`src/rtl/core/aabb_pkg.sv`:
```
// Package: shared types and constants of the box collision table.
`default_nettype none
package aabb_pkg;
   localparam int MAX_BOXES  = 64;
   localparam int MAX_HITS   = 8;
   localparam int IDX_W      = 6;
   localparam int CNT_W      = 7;
   localparam int PAIR_W     = 11;
   localparam int HCNT_W     = 4;
   localparam int HIDX_W     = 3;
   localparam int LIST_AW    = IDX_W + HIDX_W;
   localparam logic [PAIR_W-1:0] PAIR_MAX = 11'd2047;

   typedef enum logic [2:0] {
      ACT_APPEND  = 3'd0,
      ACT_REWRITE = 3'd1,
      ACT_CLEAR   = 3'd2,
      ACT_UPDATE  = 3'd3,
      ACT_QUERY   = 3'd4
   } action_type;

   typedef enum logic [1:0] {
      ST_OK    = 2'd0,
      ST_FULL  = 2'd1,
      ST_RANGE = 2'd2
   } status_type;

   typedef struct packed {
      logic        en;
      logic [30:0] h;
      logic [30:0] w;
      logic [31:0] y;
      logic [31:0] x;
   } box_type;

   typedef struct packed {
      logic req_ready;
      logic ld_req;
      logic set_full;
      logic set_range;
      logic mul_x;
      logic mul_y;
      logic wr_box;
      logic clear_all;
      logic upd_start;
      logic rd_row;
      logic ld_row;
      logic rec_i;
      logic rec_j;
      logic adv_j;
      logic count_ovf;
      logic wb_row;
      logic q_start;
      logic q_scan;
      logic load_rsp;
   } cmd_type;

   typedef struct packed {
      logic [2:0] action;
      logic       full;
      logic       bad_a;
      logic       bad_q;
      logic       rows_done;
      logic       row_en;
      logic       row_end;
      logic       pair_hit;
      logic       room;
      logic       q_last;
      logic       rsp_free;
   } stat_type;
endpackage
`default_nettype wire

```
`src/rtl/core/aabb_ctrl.sv`:
```
// Controller: sequences actions, pair sweep and query scan.
`default_nettype none
module aabb_ctrl
   import aabb_pkg::*;
(
   input  wire logic     clock,
   input  wire logic     reset,
   input  wire logic     req_valid,
   input  wire stat_type stat,
   output cmd_type       cmd
);
   typedef enum logic [11:0] {
      S_IDLE   = 12'b000000000001,
      S_DECODE = 12'b000000000010,
      S_MULX   = 12'b000000000100,
      S_MULY   = 12'b000000001000,
      S_WRB    = 12'b000000010000,
      S_RDI    = 12'b000000100000,
      S_LDI    = 12'b000001000000,
      S_TEST   = 12'b000010000000,
      S_HIT2   = 12'b000100000000,
      S_WBI    = 12'b001000000000,
      S_QSCAN  = 12'b010000000000,
      S_DONE   = 12'b100000000000
   } state_type;

   state_type state_ff, state_in;

   always_ff @(posedge clock) begin
      if (reset) state_ff <= S_IDLE;
      else state_ff <= state_in;
   end

   always_comb begin
      cmd      = '0;
      state_in = state_ff;
      unique case (state_ff)
         S_IDLE: begin
            cmd.req_ready = 1'b1;
            if (req_valid) begin
               cmd.ld_req = 1'b1;
               state_in   = S_DECODE;
            end
         end
         S_DECODE: begin
            unique case (stat.action)
               ACT_APPEND: begin
                  if (stat.full) begin
                     cmd.set_full = 1'b1;
                     state_in     = S_DONE;
                  end else state_in = S_MULX;
               end
               ACT_REWRITE: begin
                  if (stat.bad_a) begin
                     cmd.set_range = 1'b1;
                     state_in      = S_DONE;
                  end else state_in = S_MULX;
               end
               ACT_CLEAR: begin
                  cmd.clear_all = 1'b1;
                  state_in      = S_DONE;
               end
               ACT_UPDATE: begin
                  cmd.upd_start = 1'b1;
                  state_in      = S_RDI;
               end
               ACT_QUERY: begin
                  if (stat.bad_q) begin
                     cmd.set_range = 1'b1;
                     state_in      = S_DONE;
                  end else begin
                     cmd.q_start = 1'b1;
                     state_in    = S_QSCAN;
                  end
               end
               default: state_in = S_DONE;
            endcase
         end
         S_MULX: begin
            cmd.mul_x = 1'b1;
            state_in  = S_MULY;
         end
         S_MULY: begin
            cmd.mul_y = 1'b1;
            state_in  = S_WRB;
         end
         S_WRB: begin
            cmd.wr_box = 1'b1;
            state_in   = S_DONE;
         end
         S_RDI: begin
            if (stat.rows_done) state_in = S_DONE;
            else begin
               cmd.rd_row = 1'b1;
               state_in   = S_LDI;
            end
         end
         S_LDI: begin
            cmd.ld_row = 1'b1;
            state_in   = stat.row_en ? S_TEST : S_WBI;
         end
         S_TEST: begin
            priority if (stat.row_end) state_in = S_WBI;
            else if (stat.pair_hit && stat.room) begin
               cmd.rec_i = 1'b1;
               state_in  = S_HIT2;
            end else begin
               cmd.adv_j     = 1'b1;
               cmd.count_ovf = stat.pair_hit;
            end
         end
         S_HIT2: begin
            cmd.rec_j = 1'b1;
            cmd.adv_j = 1'b1;
            state_in  = S_TEST;
         end
         S_WBI: begin
            cmd.wb_row = 1'b1;
            state_in   = S_RDI;
         end
         S_QSCAN: begin
            cmd.q_scan = 1'b1;
            if (stat.q_last) state_in = S_DONE;
         end
         S_DONE: begin
            if (stat.rsp_free) begin
               cmd.load_rsp = 1'b1;
               state_in     = S_IDLE;
            end
         end
         default: state_in = S_IDLE;
      endcase
   end
endmodule
`default_nettype wire

```
`config.mk`:
```
export PLATFORM = sky130hd
export DESIGN_NAME = aabb_ctrl
export DESIGN_NICKNAME = d
export VERILOG_FILES = /design/src/rtl/core/aabb_pkg.sv /design/src/rtl/core/aabb_ctrl.sv
export SDC_FILE = /design/constraint.sdc
export NUM_CORES = 1
export LEC_CHECK = 0
export BUFFER_PORTS_ARGS = -buffer_cell sky130_fd_sc_hd__buf_2
export CAP_MARGIN = 20
export CORE_ASPECT_RATIO = 1.25
export CORE_MARGIN = 2
export CORE_UTILIZATION = 49
export CTS_CLUSTER_DIAMETER = 50
export DETAILED_ROUTE_END_ITERATION = 7
export PLACE_DENSITY = 0.84
export SYNTH_ARGS = -nofsm -noshare
export SYNTH_HDL_FRONTEND = slang
export SYNTH_SLANG_ARGS = --single-unit
```
`constraint.sdc`:
```
create_clock -name clock -period 1.8 [get_ports clock]
set_clock_uncertainty 0.05 [all_clocks]
set_input_delay 0.09 -clock clock [delete_from_list [all_inputs] [get_ports clock]]
set_output_delay 0.09 -clock clock [all_outputs]
set_load 0.01 [all_outputs]
```
==> metrics.md, run 1 <==
| Metric | Value |
|---|---|
| Crit-path cells | `nor4_4 -> buf_4 -> and2_4 -> and4b_1 -> buf_2` |
| Commonest non-fill, non-tap cell in the layout | `buf_2` |
| Commonest non-fill, non-tap cells in the layout | `buf_2 (33), buf_4 (29), nor2_1 (10)` |
| Top Registers | `state_ff (12)` |
| RR Endpoint | `state_ff[11]` |
| Register bit total from synthesis | `12` |
| Final Cycle Share | `106.3%` |
| Longest Clk Path Bufs | `2` |
| GPL Wtd Cong | `0.8509` |
| Vias per Instance | `between 6 and 7` |
| Hold Crit Start | `stat[2]` |
| H-tree depth | `1` |
| Endpoint class of the critical path | `output pin` |
| Crit path max-delay family | `simple AND/OR/NAND/NOR gates` |
| Initial Util | `between 50 and 60%` |
| Total GRT Usage | `29.02%` |
| Antenna violations before repair | `0` |
| Syn Nets | `around 140` |
| Via count | `~1300` |
| Register bank with the most flops | `state_ff` |
| Critical R2R Launch | `state_ff[3]` |
| Flop-to-flop setup slack | `-10 ps` |
| Synth Area in Simple Gates | `approximately 54%` |
| Max-cap violations | `0` |
| DRC errors left | `0` |
| Vias in the first global route | `around 1200` |
| Global-route wire length before repair | `around 5.4 mm` |
| I/O pin total | `35` |
| Num CTS Buffers | `3` |
| Post-Synthesis Cells | `between 100 and 150` |
| Leak | `about 0.76 nW` |
| Final core utilization | `about four fifths` |
| WS Path Type | `flip-flop to output pin` |
| Worst slew margin | `73.80%` |
| Final non-filler cell total | `roughly 210` |
| Root Buffer | `clkbuf_4` |
| Post-Syn Area per Cell | `around 8.5 um^2` |
| Largest family of logic cells by synthesized area | `simple AND/OR/NAND/NOR gates` |
| Crit path buffers/inverters | `2` |
| Die Height | `~55 um` |
| Sequential cell area fraction in the yosys report | `a little under a quarter` |
| Drt wl/cell | `approximately 19 um` |
| Total Routed Length | `between 3 and 4 mm` |
| Netlist Area Pre-Place | `just over 0.001 mm^2` |
| Row cnt | `18` |
| Failing checks | `negative setup slack` |
| Xor/xnor share of the synthesized area | `2.545%` |
| Area delta synth->final | `51.39%` |
| Final Hold Vio Count | `0` |
| Post-synth top flop | `dfxtp_1` |
| Max reg flops | `12` |
| Sum Neg Setup Slack | `-513.4 ps` |
| Hold endpoint | `state_ff[8]` |
| DP Cell Count | `180` |
| Async set or reset register ratio after synthesis | `0%` |
| Worst path arrival time | `approximately 1800 ps` |
| Detailed Routing Iterations Pass 1 | `4` |
| PortBufs | `34` |
| Die W | `45.05 um` |
| CTS tree | `yes` |
| Worst VDD drop | `about 0.67 mV` |
| Power per cell area | `about 880 mW/mm^2` |
| Die Area | `between 0.002 and 0.0025 mm^2` |
| Final setup margin | `-112.8 ps` |
| CP startpoint kind | `flip-flop` |
| RSZ-0062 raised after global routing | `yes` |
| Overflow after GRT | `0` |
| Tightest Hold Check Type | `input port to flip-flop` |
| Mux cell area share after synthesis | `0%` |
| Clk_lat worst skew | `between 200 and 300 ps` |
| Max Slew Vio Count | `0` |
| Post-Synth Adder-Cell Area | `0%` |
| Clk sinks | `12` |
| Fin nets | `between 200 and 250` |
| Ant. Diodes | `0` |
| Worst hold stages | `3` |
| Final min period | `around 1900 ps` |
| Highest cell delay on the worst timing path | `between 300 and 400 ps` |
| Post-DP HPWL | `around 2.4 mm` |
| Pin count of the biggest net entering global routing | `11` |
| Layout cell share with drive strength beyond 1 | `between 50% and 60%` |
| Setup violations, final | `12` |
| YS warnings | `0` |
| Worst reg2reg path depth | `7` |
| Max stage delay cell, worst path | `dfxtp_4` |
| Worst Max-Slew Pin Slew | `around 400 ps` |
| Number of flops mapped to enable cells by yosys | `0` |
| Cell variety after synth | `42` |
| CP required | `around 1700 ps` |
| Status | `complete, but fails checks` |
| Final ANT Viol Nets | `0` |
| Reg clk slew, reported paths | `around 80 ps` |
| Compound-Gate Fraction of Synth Area | `between 10 and 15%` |
| FMAX | `522.8 MHz` |
| CP max FO | `7` |
| Placeable core area | `0.001982 mm^2` |
| Iteration-0 DRC Markers | `52` |
-- cell usage after synthesis (4+ instances only) --
| master | instances | area share, % |
|---|---|---|
| nor4_4 | 4 | 8.2 |
| and3_1 | 6 | 3.6 |
| inv_1 | 6 | 2.2 |
| and4_1 | 6 | 5.1 |
| nor2b_1 | 4 | 2.4 |
| nand2_1 | 6 | 2.2 |
| o21ai_0 | 4 | 1.9 |
| nor2_1 | 11 | 4.0 |
| and2_1 | 4 | 2.4 |
| dfxtp_1 | 12 | 23 |
| nor3_1 | 9 | 4.4 |
| nand3_1 | 4 | 1.9 |
-- worst max path at each step --
| stage | startpoint | to | slack [ps] | cells after the start |
|---|---|---|---|---|
| finish | state_ff[3] | cmd[1] | -110 | 5 |
| global route | state_ff[3] | cmd[1] | -160 | 5 |
| CTS | state_ff[11] | cmd[10] | -30 | 6 |
| detailed placement | state_ff[0] | state_ff[7] | 70 | 5 |
| global placement | state_ff[8] | state_ff[11] | 130 | 6 |
| floorplan | state_ff[5] | state_ff[4] | 110 | 5 |
-- metal layers --
metal | global-route usage [%] | routed length [um]
met1 | 31.98 | 1351
met2 | 49.39 | 1993
met3 | 4.575 | 264
met4 | 17.23 | 211
met5 | 0 | 0
-- final cells by class --
cell class | instances | area (um^2)
fillers | 125 | 419.2
flip-flops and latches | 12 | 262.8
inverters | 6 | 22.52
well taps | 20 | 25.02
repair buffers | 68 | 447.9
clock buffers | 3 | 22.52
multi-input cells | 96 | 782.0
-- report_power, final --
part,total (mW),internal [mW],switching [mW]
Clock,0.186,0.0780,0.108
Combinational,0.835,0.413,0.422
Sequential,0.360,0.297,0.0633
-- per-stage QoR --
stage / area [um^2] / setup WS [ps] / power, mW / hold slack [ps]
floorplan: 1032 / 106.4 / 0.7717 / 102.4
global placement: 1279 / 133.7 / 0.9603 / 250.6
detailed placement: 1279 / 72.75 / 0.9855 / 250.3
CTS: 1425 / -32.25 / 1.248 / 31.69
global route: 1563 / -162.2 / 1.438 / 31.29
finish: 1563 / -112.8 / 1.381 / 16.05
-- logic make-up after synthesis --
kind of cell	Yosys count
AOI/OAI and AO/OA	18
xor gates and xnor gates	3
buffers and inverters	13
DFF	12
and+or+nand+nor	75
-- worst register-to-register path, cell delays in order, from the launching register on --
cell	delay, ps
dfxtp_4	380
nor4_4	380
buf_4	210
buf_4	120
o2111ai_4	120
and3_4	210
nand2b_4	140
a21oi_2	130
-- repair_timing --
| action | in CTS | in global routing |
|---|---|---|
| setup buffers | 10 | 10 |
| cloned | 0 | 0 |
| resized for setup | 9 | 22 |
| pin swaps | 11 | 13 |
| hold buffers | 2 | 0 |
| endpoints found under the setup margin | 16 | 24 |
| hold endpoints to repair | 4 | 0 |
Note: power is estimated with default switching activity, not from simulation.
==> run 2, diff against run 1 <==
--- a/config.mk
+++ b/config.mk
@@ -9,10 +9,10 @@
 export CAP_MARGIN = 20
 export CORE_ASPECT_RATIO = 1.25
 export CORE_MARGIN = 2
-export CORE_UTILIZATION = 49
+export CORE_UTILIZATION = 40
 export CTS_CLUSTER_DIAMETER = 50
 export DETAILED_ROUTE_END_ITERATION = 7
-export PLACE_DENSITY = 0.84
+export PLACE_DENSITY = 0.72
 export SYNTH_ARGS = -nofsm -noshare
 export SYNTH_HDL_FRONTEND = slang
 export SYNTH_SLANG_ARGS = --single-unit
==> run 2 against run 1 <==
Compared with the run above: the run still ends with negative setup slack left; final cell count up 12%; die area rose by 21%; sequential power fell by 3%; sequential cell count did not move; critical endpoint is now cmd[7]; hold slack gained 6.9 ps; count of clock-buffer cells in the layout increased by 1; sequential share of layout area fell by 1.8 points.
==> metrics.md, run 2 (synthesis results as in run 1) <==
| Metric | Value |
|---|---|
| CTS tree | `yes (unchanged)` |
| Fin nets | `213 (was 203)` |
| Commonest non-fill, non-tap cells in the layout | `buf_4 (37), buf_2 (30), nor2_1 (10) (was buf_2 (33), buf_4 (29), nor2_1 (10))` |
| Crit path buffers/inverters | `2 (unchanged)` |
| Final setup margin | `-172.1 ps (was -112.8 ps)` |
| # fillers | `186 (was 125)` |
| Ant. Diodes | `0 (unchanged)` |
| Antenna violations before repair | `0 (unchanged)` |
| Crit path depth | `6 (was 5)` |
| Root Buffer | `clkbuf_4 (unchanged)` |
| Overflow after GRT | `0 (unchanged)` |
| Iteration-0 DRC Markers | `43 (was 52)` |
| WS Path Type | `flip-flop to output pin (unchanged)` |
| Final Hold Vio Count | `0 (unchanged)` |
| DP Cell Count | `194 (was 180)` |
| Max-cap violations | `0 (unchanged)` |
| DRC errors left | `0 (unchanged)` |
| Vias per Instance | `5.795 (was 6.229)` |
| Switching power | `0.6040 mW (was 0.5938 mW)` |
| Die Height | `60.80 um (was 55.32 um)` |
| Pin count of the biggest net entering global routing | `11 (unchanged)` |
| Final non-filler cell total | `229 (was 205)` |
| Endpoint class of the critical path | `output pin (unchanged)` |
| Num CTS Buffers | `3 (unchanged)` |
| Vias in the first global route | `1125 (was 1209)` |
| Leak | `0.8344 nW (was 0.7612 nW)` |
| Crit-path cells | `nor4_4 -> buf_4 -> and2_4 -> nand4b_1 -> nor2_1 -> buf_2 (was nor4_4 -> buf_4 -> and2_4 -> and4b_1 -> buf_2)` |
| I/O pin total | `35 (unchanged)` |
| Setup violations, final | `15 (was 12)` |
| Power per cell area | `896.7 mW/mm^2 (was 883.6 mW/mm^2)` |
| Max stage delay cell, worst path | `dfxtp_1 (was dfxtp_4)` |
| Initial Util | `42.09% (was 52.08%)` |
| Switching Share | `38.73% (was 43.00%)` |
| Final core utilization | `70.92% (was 78.85%)` |
| CP startpoint kind | `flip-flop (unchanged)` |
| Sequential Power Share | `22.5% (was 26.1%)` |
| Status | `complete, but fails checks (unchanged)` |
| Final ANT Viol Nets | `0 (unchanged)` |
| Clk_lat worst skew | `300 ps (was 290 ps)` |
| Tightest Hold Check Type | `input port to flip-flop (unchanged)` |
| Die W | `49.44 um (was 45.05 um)` |
| Flop-to-flop setup slack | `-10 ps (about the same)` |
| Worst VDD drop | `0.5963 mV (was 0.6703 mV)` |
| Clk sinks | `12 (unchanged)` |
| Int Power | `0.9556 mW (was 0.7871 mW)` |
| Top Registers | `state_ff (12) (unchanged)` |
| Total Routed Length | `3.777 mm (was 3.820 mm)` |
| Final min period | `1972 ps (was 1913 ps)` |
| Total GRT Usage | `23.26% (was 29.02%)` |
| FMAX | `507.1 MHz (was 522.8 MHz)` |
| Row cnt | `20 (was 18)` |
| Worst Setup EP | `cmd[7] (was cmd[1])` |
| Failing checks | `negative setup slack (unchanged)` |
| Area delta synth->final | `68.49% (was 51.39%)` |
| Worst path arrival time | `1830 ps (was 1770 ps)` |
| H-tree depth | `1 (unchanged)` |
| Max reg flops | `12 (unchanged)` |
| CP required | `1660 ps (about the same)` |
| Worst reg2reg path depth | `8 (was 7)` |
| Post-DP HPWL | `2.358 mm (was 2.386 mm)` |
| Via count | `1327 (was 1277)` |
| Register bank with the most flops | `state_ff (unchanged)` |
| Crit path max-delay family | `simple AND/OR/NAND/NOR gates (unchanged)` |
| Global-route wire length before repair | `5.250 mm (was 5.354 mm)` |
| Worst slew margin | `74.87% (was 73.80%)` |
| Critical R2R Launch | `state_ff[9] (was state_ff[3])` |
| Reg clk slew, reported paths | `80 ps (about the same)` |
| Layout cell share with drive strength beyond 1 | `59.18% (was 54.59%)` |
| Drt wl/cell | `16.49 um (was 18.63 um)` |
| Commonest non-fill, non-tap cell in the layout | `buf_4 (was buf_2)` |
| RR Endpoint | `state_ff[7] (was state_ff[11])` |
| Die Area | `0.003005 mm^2 (was 0.002492 mm^2)` |
| Longest Clk Path Bufs | `2 (unchanged)` |
| Placeable core area | `0.002452 mm^2 (was 0.001982 mm^2)` |
| Final Cycle Share | `109.6% (was 106.3%)` |
| Highest cell delay on the worst timing path | `370 ps (was 380 ps)` |
| Clock share of power | `15.4% (was 13.5%)` |
| CP startpoint | `state_ff[9] (was state_ff[3])` |
| PortBufs | `34 (unchanged)` |
| Detailed Routing Iterations Pass 1 | `5 (was 4)` |
| CP max FO | `5 (was 7)` |
| GPL Wtd Cong | `0.8666 (was 0.8509)` |
| RSZ-0062 raised after global routing | `yes (unchanged)` |
| Comb power frac | `62.1% (was 60.5%)` |
| Worst Max-Slew Pin Slew | `376.1 ps (was 392.1 ps)` |
| Max Slew Vio Count | `0 (unchanged)` |
## run 2: power groups by stage
| stage | Combinational (mW) | Clock, mW | Sequential, mW |
|---|---|---|---|
| final | 0.969 | 0.240 | 0.351 |
| after global placement | 0.618 | 0 | 0.351 |
| after detailed placement | 0.634 | 0 | 0.354 |
| after global routing | 1.02 | 0.246 | 0.354 |
| after CTS | 0.727 | 0.235 | 0.349 |
| after floorplan | 0.424 | 0 | 0.348 |
## run 2: area by class of cell
type                       count  area, um^2  area share [%]
multi-input combinational     96       820.8           47.19
tap                           33       41.29           2.374
clock buffer                   4       36.28           2.086
inverter                       6       22.52           1.295
timing repair buffer          78       556.8           32.01
sequential                    12       261.5           15.04
## run 2: repair_timing
item / 4_1_cts / 5_1_grt
gates resized for setup: 12 / 30
hold buffers: 3 / 0
endpoints found under the setup margin: 19 / 22
endpoints found under the hold margin: 4 / 0
buffers inserted: 12 / 16
pin swaps: 10 / 19
## run 2: worst reg2reg max path: stages (launching register included)
cell and delay [ps]:
dfxtp_1 370, nor4_4 340, buf_4 170, and2_4 170, buf_4 120, and3_4 200, buf_4 110, nand2_1 60
a31oi_2 150
## run 2: worst min path at each step
stage | from | end | depth (start not counted)
floorplan | reset | state_ff[11] | 1
global placement | stat[6] | state_ff[6] | 2
finish | stat[4] | state_ff[9] | 3
detailed placement | stat[6] | state_ff[6] | 2
CTS | stat[5] | state_ff[7] | 3
global route | stat[4] | state_ff[9] | 3
## run 2: per-stage QoR
stage,power [mW],setup TNS (ps),setup slack (ps),hold slack (ps),area (um^2)
floorplan,0.7717,0,106.4,102.4,1032
global placement,0.9698,0,58.32,255.7,1303
detailed placement,0.9879,0,15.96,260.6,1303
CTS,1.311,-429.5,-99.58,23.63,1494
global route,1.623,-2740,-276.9,42.78,1739
finish,1.559,-1192,-172.1,22.92,1739
## run 2: layer usage
layer	part of all wire (%)	global-route usage [%]	up-vias
li1	-	-	612
met3	5.7	2.463	17
met1	37	25.00	619
met5	0	0	-
met2	53	42.08	79
met4	4.5	19.05	0
==> run 3, diff against run 2 <==
--- a/config.mk
+++ b/config.mk
@@ -8,11 +8,11 @@
 export BUFFER_PORTS_ARGS = -buffer_cell sky130_fd_sc_hd__buf_2
 export CAP_MARGIN = 20
 export CORE_ASPECT_RATIO = 1.25
-export CORE_MARGIN = 2
-export CORE_UTILIZATION = 40
+export CORE_MARGIN = 5
+export CORE_UTILIZATION = 49
 export CTS_CLUSTER_DIAMETER = 50
 export DETAILED_ROUTE_END_ITERATION = 7
-export PLACE_DENSITY = 0.72
+export PLACE_DENSITY = 0.84
 export SYNTH_ARGS = -nofsm -noshare
 export SYNTH_HDL_FRONTEND = slang
 export SYNTH_SLANG_ARGS = --single-unit
==> run 3 against run 2 <==
Compared with the run above: the run still ends with negative setup slack left; final area fell by 13%; hold slack got worse by 1.6 ps; wire length fell by 7.8%.
==> metrics.md, run 3 (synthesis results as in run 1) <==
| Metric | Value |
|---|---|
| Longest Clk Path Bufs | `2 (unchanged)` |
| Clk_lat worst skew | `280 ps (was 300 ps)` |
| Via count | `1236 (was 1327)` |
| Status | `complete, but fails checks (unchanged)` |
| Die W | `51.05 um (was 49.44 um)` |
| Comb power frac | `60.8% (was 62.1%)` |
| Global-route wire length before repair | `5.181 mm (was 5.250 mm)` |
| Row cnt | `18 (was 20)` |
| Layout cell share with drive strength beyond 1 | `54.55% (was 59.18%)` |
| Leak | `0.7359 nW (was 0.8344 nW)` |
| Detailed Routing Iterations Pass 1 | `4 (was 5)` |
| Max reg flops | `12 (unchanged)` |
| GPL Wtd Cong | `0.9802 (was 0.8666)` |
| Pin count of the biggest net entering global routing | `11 (unchanged)` |
| Final min period | `1876 ps (was 1972 ps)` |
| RSZ-0062 raised after global routing | `yes (unchanged)` |
| Switching power | `0.5651 mW (was 0.6040 mW)` |
| Flop-to-flop setup slack | `50 ps (was -10 ps)` |
| Die Height | `61.32 um (was 60.80 um)` |
| Final Cycle Share | `104.2% (was 109.6%)` |
| Vias per Instance | `6.306 (was 5.795)` |
| Clock share of power | `13.0% (was 15.4%)` |
| Worst VDD drop | `0.5217 mV (was 0.5963 mV)` |
| Final ANT Viol Nets | `0 (unchanged)` |
| CTS tree | `yes (unchanged)` |
| Int Power | `0.8055 mW (was 0.9556 mW)` |
| Placeable core area | `0.002004 mm^2 (was 0.002452 mm^2)` |
| Drt wl/cell | `17.77 um (was 16.49 um)` |
| WS Path Type | `flip-flop to output pin (unchanged)` |
| Die Area | `0.003130 mm^2 (was 0.003005 mm^2)` |
| Iteration-0 DRC Markers | `39 (was 43)` |
| Hold Crit Start | `stat[2] (was stat[4])` |
| DP Cell Count | `180 (was 194)` |
| Failing checks | `negative setup slack (unchanged)` |
| Ant. Diodes | `0 (unchanged)` |
| Setup violations, final | `10 (was 15)` |
| Tightest Hold Check Type | `input port to flip-flop (unchanged)` |
| Place WS | `15.12 ps (was 15.96 ps)` |
| Top Registers | `state_ff (12) (unchanged)` |
| Final Hold Vio Count | `0 (unchanged)` |
| Hold WS | `21.31 ps (was 22.92 ps)` |
| Vias in the first global route | `1177 (was 1125)` |
| PortBufs | `34 (unchanged)` |
| Final core utilization | `75.91% (was 70.92%)` |
| CP required | `1660 ps (about the same)` |
| I/O pin total | `35 (unchanged)` |
| Worst slew margin | `74.78% (was 74.87%)` |
| Critical R2R Launch | `state_ff[10] (was state_ff[9])` |
| Endpoint class of the critical path | `output pin (unchanged)` |
| Total GRT Usage | `22.30% (was 23.26%)` |
| Max-cap violations | `0 (unchanged)` |
| Final setup margin | `-75.62 ps (was -172.1 ps)` |
| Worst path arrival time | `1740 ps (was 1830 ps)` |
| Antenna violations before repair | `0 (unchanged)` |
| Clk sinks | `12 (unchanged)` |
| Register bank with the most flops | `state_ff (unchanged)` |
| CP startpoint | `state_ff[10] (was state_ff[9])` |
| Overflow after GRT | `0 (unchanged)` |
| H-tree depth | `1 (unchanged)` |
| Initial Util | `51.50% (was 42.09%)` |
| DRC errors left | `0 (unchanged)` |
| Sequential Power Share | `26.2% (was 22.5%)` |
| Reg clk slew, reported paths | `80 ps (about the same)` |
| Num CTS Buffers | `3 (unchanged)` |
| FMAX | `533.2 MHz (was 507.1 MHz)` |
| Max Slew Vio Count | `0 (unchanged)` |
| Power per cell area | `900.8 mW/mm^2 (was 896.7 mW/mm^2)` |
| Fin nets | `194 (was 213)` |
| Commonest non-fill, non-tap cells in the layout | `buf_2 (32), buf_4 (21), nor2_1 (10) (was buf_4 (37), buf_2 (30), nor2_1 (10))` |
| Worst Max-Slew Pin Slew | `375.4 ps (was 376.1 ps)` |
| CP startpoint kind | `flip-flop (unchanged)` |
| Final non-filler cell total | `196 (was 229)` |
| Commonest non-fill, non-tap cell in the layout | `buf_2 (was buf_4)` |
| Total Routed Length | `3.483 mm (was 3.777 mm)` |
| Post-DP HPWL | `2.403 mm (was 2.358 mm)` |
| Area delta synth->final | `47.39% (was 68.49%)` |
| Root Buffer | `clkbuf_4 (unchanged)` |
| CP max FO | `6 (was 5)` |
| Switching Share | `41.23% (was 38.73%)` |
| Tot Pwr | `1.371 mW (was 1.559 mW)` |
run 3: final cells by class:
cell class | count | area (um^2)
flip-flops and latches | 12 | 255.2
well taps | 20 | 25.02
clock buffers | 3 | 22.52
multi-input cells | 96 | 804.5
repair buffers | 59 | 391.6
inverters | 6 | 22.52
fillers | 133 | 483.0
run 3: worst max-delay path, cell delays in order (launching register included):
cell and delay (ps):
dfxtp_4 360, nor4_4 410, and2_4 240, nand4b_1 170, nor2_1 130, buf_2 130
run 3: final timing paths:
check                end  depth (start not counted)
max               cmd[4]                          5
min          state_ff[8]                          3
max reg2reg  state_ff[0]                          8
min reg2reg  state_ff[3]                          2
run 3: stage by stage:
stage | area, um^2 | TNS (ps)
6_report | 1521 | -463.7
5_1_grt | 1521 | -1705
4_1_cts | 1404 | -184.1
3_5_place_dp | 1291 | 0
3_3_place_gp | 1291 | 0
2_1_floorplan | 1032 | 0
run 3: power groups by stage:
stage	registers (mW)	logic, mW	clock network (mW)
6_report	0.358	0.834	0.178
5_1_grt	0.362	0.883	0.195
4_1_cts	0.357	0.709	0.181
3_5_place_dp	0.358	0.656	0
3_3_place_gp	0.357	0.634	0
2_1_floorplan	0.348	0.424	0
run 3: repair_timing:
action                                  4_1_cts  5_1_grt
buffers inserted                              4        7
hold endpoints to repair                      4        0
pin swaps                                     6       18
gates resized for setup                      14       19
endpoints found under the setup margin       17       22
hold buffers                                  2        0
run 3: metal layers:
| layer | wire, um | track usage (%) | vias to the layer above | share of wire, % |
|---|---|---|---|---|
| li1 | - | - | 573 | - |
| met1 | 1319 | 24.74 | 584 | 38 |
| met2 | 1814 | 40.33 | 63 | 52 |
| met3 | 226 | 1.937 | 16 | 6.5 |
| met4 | 123 | 15.77 | 0 | 3.5 |
| met5 | 0 | 0 | - | 0 |
